## config.mk

```make
export PLATFORM = sky130hd
export DESIGN_NAME = servo_angle_ramp_flat
export DESIGN_NICKNAME = d
export VERILOG_FILES = /design/src/sar_pkg.sv /design/src/sar_ifs.sv /design/src/servo_angle_ramp.sv /design/src/flat_wrapper.sv
export SDC_FILE = /design/constraint.sdc
export NUM_CORES = 1
export LEC_CHECK = 0
export BUFFER_PORTS_ARGS = -buffer_cell sky130_fd_sc_hd__buf_2
export CAP_MARGIN = 5
export CORE_UTILIZATION = 50
export DETAILED_ROUTE_END_ITERATION = 7
export GPL_TIMING_DRIVEN = 0
export PLACE_DENSITY_LB_ADDON = 0.15
export RECOVER_POWER = 25
export SLEW_MARGIN = 20
export SYNTH_ARGS = -nofsm -noshare
export SYNTH_HDL_FRONTEND = slang
export SYNTH_SLANG_ARGS = --single-unit
```

## constraint.sdc

```tcl
create_clock -name clk -period 4.95 [get_ports clk]
set_clock_uncertainty 0.2 [all_clocks]
set_input_delay 1.2375 -clock clk [delete_from_list [all_inputs] [get_ports clk]]
set_output_delay 1.2375 -clock clk [all_outputs]
set_load 0.01 [all_outputs]
```

## src/sar_pkg.sv

```systemverilog
// ---------------------------------------------------------------------------
// sar_pkg: shared constants and types of the servo angle ramp generator
// Command codes, register indexes, field widths and range limits.
// ---------------------------------------------------------------------------
`default_nettype none

package sar_pkg;

  localparam int FuncW    = 3;
  localparam int AngleW   = 8;
  localparam int RampW    = 14;
  localparam int CfgIdxW  = 2;
  localparam int CfgDataW = 16;

  // product |target - start| * elapsed, and the rounding numerator above it
  localparam int ProdW = AngleW + RampW - 1;
  localparam int NumW  = ProdW + 1;

  localparam logic [FuncW-1:0] FuncTick   = 3'd0;
  localparam logic [FuncW-1:0] FuncJump   = 3'd1;
  localparam logic [FuncW-1:0] FuncMove   = 3'd2;
  localparam logic [FuncW-1:0] FuncPause  = 3'd3;
  localparam logic [FuncW-1:0] FuncResume = 3'd4;

  localparam logic [CfgIdxW-1:0] RegRampMs     = 2'd0;
  localparam logic [CfgIdxW-1:0] RegRestAngle  = 2'd1;

  localparam logic [AngleW-1:0] AngleMax   = 8'd180;
  localparam logic [AngleW-1:0] RestAngle  = 8'd90;
  localparam logic [RampW-1:0]  RampMin    = 14'd200;
  localparam logic [RampW-1:0]  RampMax    = 14'd10000;
  localparam logic [RampW-1:0]  RampReset  = 14'd1000;

  localparam logic [3:0] MulLast = 4'(RampW - 1);
  localparam logic [3:0] DivLast = 4'(AngleW - 1);

  typedef enum logic [3:0] {
    StIdle = 4'b0001,
    StMul  = 4'b0010,
    StDiv  = 4'b0100,
    StDone = 4'b1000
  } state_t;

endpackage

`default_nettype wire

```

## src/sar_ifs.sv

```systemverilog
// ---------------------------------------------------------------------------
// sar_ifs: channel interfaces of the servo angle ramp generator
// Command words, result words and register writes, each valid/ready.
// ---------------------------------------------------------------------------
`default_nettype none

interface sar_cmd_if import sar_pkg::*; ();
  logic              valid;
  logic              ready;
  logic [FuncW-1:0]  func;
  logic [AngleW-1:0] angle;

  modport source (output valid, func, angle, input ready);
  modport sink   (input valid, func, angle, output ready);
endinterface

interface sar_res_if import sar_pkg::*; ();
  logic              valid;
  logic              ready;
  logic [AngleW-1:0] position;
  logic              drive_write;
  logic              in_motion;
  logic              on_hold;

  modport source (output valid, position, drive_write, in_motion, on_hold, input ready);
  modport sink   (input valid, position, drive_write, in_motion, on_hold, output ready);
endinterface

interface sar_cfg_if import sar_pkg::*; ();
  logic                valid;
  logic                ready;
  logic [CfgIdxW-1:0]  index;
  logic [CfgDataW-1:0] data;

  modport source (output valid, index, data, input ready);
  modport sink   (input valid, index, data, output ready);
endinterface

`default_nettype wire

```

## src/servo_angle_ramp.sv

```systemverilog
// ---------------------------------------------------------------------------
// servo_angle_ramp: servo angle ramp generator
// Applies tick, jump, move, pause and resume commands and reports the angle.
//
//   channel  dir  fields                                     word
//   cmd      in   func, angle                                one command
//   res      out  position, drive_write, in_motion, on_hold  one result
//   cfg      in   index, data                                one register write
//
// A tick during a move runs through StMul, a bit-serial product of the angle
// span and elapsed ticks, then StDiv, a restoring divide by twice the ramp,
// and StDone to finish. Every other command answers in the accept cycle.
// Reset is synchronous and restores the ramp to 1000 and all angles to 90.
// A result waits in the output register; a tick finishing against a full
// output register holds until it drains.
// ---------------------------------------------------------------------------
`default_nettype none

module servo_angle_ramp import sar_pkg::*; (
  input  wire logic clk,
  input  wire logic rst,
  sar_cmd_if.sink   cmd,
  sar_res_if.source res,
  sar_cfg_if.sink   cfg
);

  state_t            state;
  logic [RampW-1:0]  ramp_ms;
  logic [AngleW-1:0] current_angle;
  logic [AngleW-1:0] start_angle;
  logic [AngleW-1:0] target_angle;
  logic [RampW-1:0]  elapsed_ticks;
  logic              moving_flag;
  logic              paused_flag;

  // serial datapath
  logic [RampW-1:0]  esh;
  logic [AngleW-1:0] span;
  logic              neg;
  logic [ProdW-1:0]  acc;
  logic [NumW-1:0]   rem;
  logic [NumW-1:0]   dsh;
  logic [AngleW-1:0] quo;
  logic [3:0]        cnt;

  logic              out_valid;
  logic [AngleW-1:0] out_position;
  logic              out_drive;
  logic              out_motion;
  logic              out_hold;

  logic              slot_free;
  logic              cmd_fire;
  logic              out_load;

  // command effects, valid in the accept cycle
  logic [AngleW-1:0] req;
  logic [AngleW-1:0] current_next;
  logic [AngleW-1:0] start_next;
  logic [AngleW-1:0] target_next;
  logic [RampW-1:0]  elapsed_next;
  logic              moving_next;
  logic              paused_next;
  logic              drive_next;
  logic              calc;
  logic [RampW:0]    elapsed_inc;
  logic [RampW-1:0]  ramp_next;

  logic [ProdW-1:0]  acc_next;
  logic [NumW-1:0]   num;
  logic              fits;
  logic [AngleW-1:0] pos_next;

  assign slot_free = !out_valid || res.ready;
  assign cmd.ready = (state == StIdle) && slot_free;
  assign cmd_fire  = cmd.valid && cmd.ready;
  assign cfg.ready = 1'b1;

  assign res.valid       = out_valid;
  assign res.position    = out_position;
  assign res.drive_write = out_drive;
  assign res.in_motion   = out_motion;
  assign res.on_hold     = out_hold;

  assign req = (cmd.angle > AngleMax) ? AngleMax : cmd.angle;
  assign elapsed_inc = {1'b0, elapsed_ticks} + {{RampW{1'b0}}, 1'b1};

  always_comb begin
    current_next = current_angle;
    start_next   = start_angle;
    target_next  = target_angle;
    elapsed_next = elapsed_ticks;
    moving_next  = moving_flag;
    paused_next  = paused_flag;
    drive_next   = 1'b0;
    calc         = 1'b0;
    unique case (cmd.func)
      FuncTick: begin
        if (moving_flag) begin
          calc = 1'b1;
          // saturate at the ramp; a shortened ramp ends the move at once
          elapsed_next = (elapsed_inc > {1'b0, ramp_ms}) ? ramp_ms
                                                         : elapsed_inc[RampW-1:0];
        end
      end
      FuncJump: begin
        current_next = req;
        start_next   = req;
        target_next  = req;
        moving_next  = 1'b0;
        paused_next  = 1'b0;
        drive_next   = 1'b1;
      end
      FuncMove: begin
        if (!(req == target_angle && !moving_flag && !paused_flag)) begin
          start_next   = current_angle;
          target_next  = req;
          elapsed_next = '0;
          moving_next  = 1'b1;
          paused_next  = 1'b0;
        end
      end
      FuncPause: begin
        if (moving_flag && !paused_flag) begin
          moving_next = 1'b0;
          paused_next = 1'b1;
        end
      end
      FuncResume: begin
        if (paused_flag) begin
          moving_next = 1'b1;
          paused_next = 1'b0;
        end
      end
      default: begin
      end
    endcase
  end

  always_comb begin
    if (cfg.data < CfgDataW'(RampMin)) begin
      ramp_next = RampMin;
    end else if (cfg.data > CfgDataW'(RampMax)) begin
      ramp_next = RampMax;
    end else begin
      ramp_next = cfg.data[RampW-1:0];
    end
  end

  assign out_load = ((state == StIdle) && cmd_fire && !calc) ||
                    ((state == StDone) && slot_free);

  // shift-add one multiplier bit per cycle, most significant first
  assign acc_next = {acc[ProdW-2:0], 1'b0} + (esh[RampW-1] ? ProdW'(span) : '0);
  // round half up going forward; going backward the offset drops by one
  assign num  = {acc_next, 1'b0} + NumW'(ramp_ms) - NumW'(neg);
  assign fits = rem >= dsh;
  assign pos_next = neg ? (start_angle - quo) : (start_angle + quo);

  always_ff @(posedge clk) begin
    if (rst) begin
      state         <= StIdle;
      out_valid     <= 1'b0;
      ramp_ms       <= RampReset;
      current_angle <= RestAngle;
      start_angle   <= RestAngle;
      target_angle  <= RestAngle;
      elapsed_ticks <= '0;
      moving_flag   <= 1'b0;
      paused_flag   <= 1'b0;
    end else begin
      if (out_load) begin
        out_valid <= 1'b1;
      end else if (res.ready) begin
        out_valid <= 1'b0;
      end

      // the rest angle only matters at reset, which restores it anyway
      if (cfg.valid && cfg.index == RegRampMs) begin
        ramp_ms <= ramp_next;
      end

      unique case (state)
        StIdle: begin
          if (cmd_fire) begin
            elapsed_ticks <= elapsed_next;
            if (calc) begin
              esh   <= elapsed_next;
              neg   <= target_angle < start_angle;
              span  <= (target_angle < start_angle) ? (start_angle - target_angle)
                                                    : (target_angle - start_angle);
              acc   <= '0;
              cnt   <= MulLast;
              state <= StMul;
            end else begin
              current_angle <= current_next;
              start_angle   <= start_next;
              target_angle  <= target_next;
              moving_flag   <= moving_next;
              paused_flag   <= paused_next;
              out_position  <= current_next;
              out_drive     <= drive_next;
              out_motion    <= moving_next;
              out_hold      <= paused_next;
            end
          end
        end
        StMul: begin
          acc <= acc_next;
          esh <= {esh[RampW-2:0], 1'b0};
          if (cnt == '0) begin
            // load the divider with the rounding numerator
            rem   <= num;
            dsh   <= {ramp_ms, {AngleW{1'b0}}};
            quo   <= '0;
            cnt   <= DivLast;
            state <= StDiv;
          end else begin
            cnt <= cnt - 4'd1;
          end
        end
        StDiv: begin
          rem <= fits ? (rem - dsh) : rem;
          dsh <= {1'b0, dsh[NumW-1:1]};
          quo <= {quo[AngleW-2:0], fits};
          cnt <= cnt - 4'd1;
          if (cnt == '0) begin
            state <= StDone;
          end
        end
        StDone: begin
          // hold until the output register can take the word
          if (slot_free) begin
            current_angle <= pos_next;
            moving_flag   <= elapsed_ticks != ramp_ms;
            out_position  <= pos_next;
            out_drive     <= pos_next != current_angle;
            out_motion    <= elapsed_ticks != ramp_ms;
            out_hold      <= 1'b0;
            state         <= StIdle;
          end
        end
        default: begin
          state <= StIdle;
        end
      endcase
    end
  end

endmodule

`default_nettype wire

```

## src/flat_wrapper.sv

```systemverilog
// flat-port wrapper written by rule: the top's interface ports become plain ports
module servo_angle_ramp_flat import sar_pkg::*;
  (clk, rst, cmd_valid, cmd_func, cmd_angle, cmd_ready, res_valid, res_position, res_drive_write, res_in_motion, res_on_hold, res_ready, cfg_valid, cfg_index, cfg_data, cfg_ready);
  sar_cmd_if cmd_i ();
  sar_res_if res_i ();
  sar_cfg_if cfg_i ();
  input  wire logic clk;
  input  wire logic rst;
  input wire logic [$bits(cmd_i.valid)-1:0] cmd_valid;
  input wire logic [$bits(cmd_i.func)-1:0] cmd_func;
  input wire logic [$bits(cmd_i.angle)-1:0] cmd_angle;
  output wire logic [$bits(cmd_i.ready)-1:0] cmd_ready;
  output wire logic [$bits(res_i.valid)-1:0] res_valid;
  output wire logic [$bits(res_i.position)-1:0] res_position;
  output wire logic [$bits(res_i.drive_write)-1:0] res_drive_write;
  output wire logic [$bits(res_i.in_motion)-1:0] res_in_motion;
  output wire logic [$bits(res_i.on_hold)-1:0] res_on_hold;
  input wire logic [$bits(res_i.ready)-1:0] res_ready;
  input wire logic [$bits(cfg_i.valid)-1:0] cfg_valid;
  input wire logic [$bits(cfg_i.index)-1:0] cfg_index;
  input wire logic [$bits(cfg_i.data)-1:0] cfg_data;
  output wire logic [$bits(cfg_i.ready)-1:0] cfg_ready;
  assign cmd_i.valid = cmd_valid;
  assign cmd_i.func = cmd_func;
  assign cmd_i.angle = cmd_angle;
  assign cmd_ready = cmd_i.ready;
  assign res_valid = res_i.valid;
  assign res_position = res_i.position;
  assign res_drive_write = res_i.drive_write;
  assign res_in_motion = res_i.in_motion;
  assign res_on_hold = res_i.on_hold;
  assign res_i.ready = res_ready;
  assign cfg_i.valid = cfg_valid;
  assign cfg_i.index = cfg_index;
  assign cfg_i.data = cfg_data;
  assign cfg_ready = cfg_i.ready;
  servo_angle_ramp u_core (.clk(clk), .rst(rst), .cmd(cmd_i), .res(res_i), .cfg(cfg_i));
endmodule
```

==> summary.txt <==
Status
  • Status: completed

Drt
  • Final WL: 31,200 microns
  • DR WL/cell: 17.6 microns
  • First DRT Iteration DRCs: 668
  • DRT Pass-1 Iters: 5
  • Routed Antenna Nets: 0
  • Vias: a little over 10,000
  • Vias per inst: 5.69
  • DRC violations left: 0

Global routing
  • Overall global routing resource usage: 26.1%
  • Largest net degree at the start of global routing: 24
  • Vias in the first global route: around 9,700
  • Initial antenna violation count: 0
  • Grt total ovfl: 0
  • First-pass GRT wire length: 50,000 microns

Yosys
  • Cell taking the most area after synthesis: edfxtp_1
  • Syn_area_per_cell: 8.87 sq um
  • Largest cells by area after synthesis: edfxtp_1, ha_1, dfxtp_1
  • Post-synthesis register bit count: 169
  • Ys flop type: edfxtp_1
  • Synth cell count leaders: nor2_1, inv_1, edfxtp_1, a21oi_1
  • Register area share after synthesis: around 37%
  • Synth cell types: 76
  • Most frequent cell after synthesis: nor2_1
  • Syn Inst Count: 1,371
  • Synth top area share: 27.2%
  • EDFF count, synth: 110
  • Async SR Flop Fraction: 0%
  • Mapped cell area: between 10,000 and 15,000 sq um
  • Syn_nets: approximately 1,500
  • YS warnings: 0

CTS
  • Clock Path Buffers: 2
  • H-Tree Level Count: 4
  • Hold-fix buffers, CTS: 0
  • Clock transition at path regs: 0.07 ns
  • CTS tree: built
  • Root buf cell: clkbuf_16
  • Total CTS buffers: 17
  • Clock sinks: 169
  • Worst skew pair latency: 0.44 ns

Power
  • Total chip power: between 0.003 and 0.004 W
  • Max IR drop VDD: around 190 uV
  • Power per Cell Area: roughly 240 nW/um^2
  • Static leakage: 5.51 nW

Floorplanning
  • Initial core utilization: 51.3%
  • I/O pin count: 48
  • Row count: between 50 and 60
  • Die Wd: 158 microns
  • Die Height: roughly 160 microns
  • Core Region: 23,700 sq um
  • Die area: 24,900 sq um

Worst setup path
  • Crit path max fanout: 7
  • Worst R2R Start: u_core.esh[13]$_DFFE_PP_
  • Crit path largest cell delay: 0.47 ns
  • Startpoint types: flop
  • RR Endpoint: u_core.rem[18]$_DFFE_PP_
  • Crit end category: flop
  • Worst Setup Path Type: flop to flop
  • Worst-path cell chain: buf_4 > nand2_1 > inv_1 > ha_1 > a21o_1 > nand4_1 > a31oi_4 > nand2_1 > xor2_1 > ha_1 > inv_1 > ha_1 > o21a_1 > o21a_1 > a21o_1 > a221o_1 > buf_4 > a21o_1 > a21oi_2 > xor2_1 > o21ai_0
  • CP max-delay cell: edfxtp_1
  • WP data arrival: 4.70 ns
  • Reg2reg path depth: 21
  • Worst reg-to-reg setup slack: around 0.22 ns
  • CP required: 4.92 ns

STA
  • Hold Vio Cnt, Final: 0
  • Unrepaired setup endpoints after global routing: yes
  • Fin crit share: 95.5%
  • Final Setup Violations: 0
  • Crit path time final: 4.73 ns
  • Setup TNS: 0 ns
  • FMAX: 211 MHz
  • Final count of pins violating max slew: 0
  • Worst-Margin Slew: 1.14 ns
  • Max transition margin: a little under a quarter

Placed design
  • GPL Wtd Cong: 0.917
  • Port bufs: 44
  • DP Wirelength: 24,300 microns

Hold path
  • Hold Startpoint: u_core.start_angle[7]$_SDFFE_PP0P_
  • Hold Path End: u_core.start_angle[7]$_SDFFE_PP0P_
  • Cell depth of the worst min-delay path: 2
  • HP Class: flop to flop

Final layout
  • Layout cells sized above 1: 10.6%
  • Antenna Cells: 0
  • Register area: 4480 sq um
  • Layout Area Growth over Synthesis: 11.9%
  • Fill count: 2,180
  • Final net count: between 1,500 and 2,000
  • Multi-input gate area: 7120 sq um
  • Final Core Density: approximately 57%

Run
  • Max-cap viol count: 0
-- cells by family (layout without fill, tap and decap cells) --
group	after synthesis	after routing	share of synthesized area, %
AOI/OAI and AO/OA	344	344	18.4
xor gates and xnor gates	107	107	7.71
adders and majority gates	109	109	11.6
buffers and inverters	171	256	5.60
DFF	169	169	36.9
muxes	22	22	1.89
other	1	1	0.0308
and+or+nand+nor	448	448	17.9
-- through the flow --
stage / area (sq um) / cells / worst slack [ns] / hold slack (ns)
CTS: 13500 / 1767 / 0.0231 / 0.316
global placement: 12800 / 1734 / -1.21 / 0.293
finish: 13600 / 1775 / 0.222 / 0.316
floorplan: 12200 / 1371 / 0.144 / 0.265
detailed placement: 12900 / 1736 / -0.324 / 0.301
global route: 13600 / 1775 / -0.0402 / 0.325
-- sequential cells by signal (all words and copies together) (netlist names), 8 cells and up --
register	flops
u_core.ramp_ms	14
u_core.rem	22
u_core.quo	8
u_core.current_angle	8
u_core.span	8
u_core.start_angle	8
u_core.dsh	22
u_core.elapsed_ticks	14
u_core.esh	14
u_core.res.position	8
u_core.target_angle	8
u_core.acc	20
-- cell type report --
class	instances	share of cell area (%)
plain buffers	59	1.91
well taps	319	2.93
clock buffers	19	3.34
multi-input cells	1031	52.3
clock inverters	13	0.975
inverters	111	3.06
flip-flops and latches	169	33.0
repair buffers	54	2.47
-- where the power goes --
part           switching (W)  leakage, nW  internal (W)
Sequential         0.0000185         1.49       0.00152
Combinational       0.000224         3.74      0.000160
Clock               0.000623        0.290      0.000740
Total               0.000866         5.51       0.00242
-- per-layer routing --
layer	routed length (microns)	vias to the layer above	share of wire [%]	global-route usage [%]
li1	-	5005	-	-
met1	14400	4776	46	34.6
met2	14800	276	47	43.9
met3	1570	34	5.0	3.39
met4	457	0	1.5	8.28
met5	0	-	0	0
-- how the worst max path moves through the flow --
stage	start	endpoint	slack, ns
after floorplan	cmd_func[2]	u_core.acc[0]$_SDFFCE_PN0P_	0.14
after global placement	cmd_func[2]	u_core.esh[2]$_DFFE_PP_	-1.21
after detailed placement	u_core.esh[13]$_DFFE_PP_	u_core.rem[20]$_DFFE_PP_	-0.32
after CTS	u_core.esh[13]$_DFFE_PP_	u_core.rem[20]$_DFFE_PP_	0.02
after global routing	u_core.esh[13]$_DFFE_PP_	u_core.rem[20]$_DFFE_PP_	-0.04
final	u_core.esh[13]$_DFFE_PP_	u_core.rem[18]$_DFFE_PP_	0.22
-- what timing repair did --
item	CTS	global route
pin swaps	1	5
setup buffers	0	8
endpoints found under the setup margin	3	3
resized for setup	9	12
-- cells in the final DEF (no fill, tap or decap), types with 14 or more instances in the layout --
cell | netlist | routed
a21o_1 | 31 | 30
nor3_1 | 27 | 25
dfxtp_1 | 59 | 59
ha_1 | 103 | 101
o21a_1 | 14 | 14
nor2b_1 | 23 | 22
nor2_1 | 148 | 147
and2_1 | 22 | 22
clkbuf_16 | 0 | 18
clkbuf_1 | 43 | 43
edfxtp_1 | 110 | 110
xor2_1 | 44 | 43
nand3_1 | 27 | 26
inv_1 | 111 | 111
buf_2 | 13 | 57
nand2_1 | 103 | 102
mux2i_1 | 17 | 17
and3_1 | 14 | 14
a31oi_1 | 20 | 19
xnor2_1 | 63 | 63
a21oi_1 | 108 | 101
nand2b_1 | 17 | 17
o21ai_0 | 67 | 66
-- worst max-delay path: cells and delay by family, from the launching register on --
family | cells | cell delay [ns]
and+or+nand+nor | 3 | 0.40
DFF | 1 | 0.47
AOI/OAI and AO/OA | 9 | 1.73
xor gates and xnor gates | 2 | 0.32
adders and majority gates | 3 | 0.92
buffers and inverters | 4 | 0.44
Power figures use the tool's default switching activity.
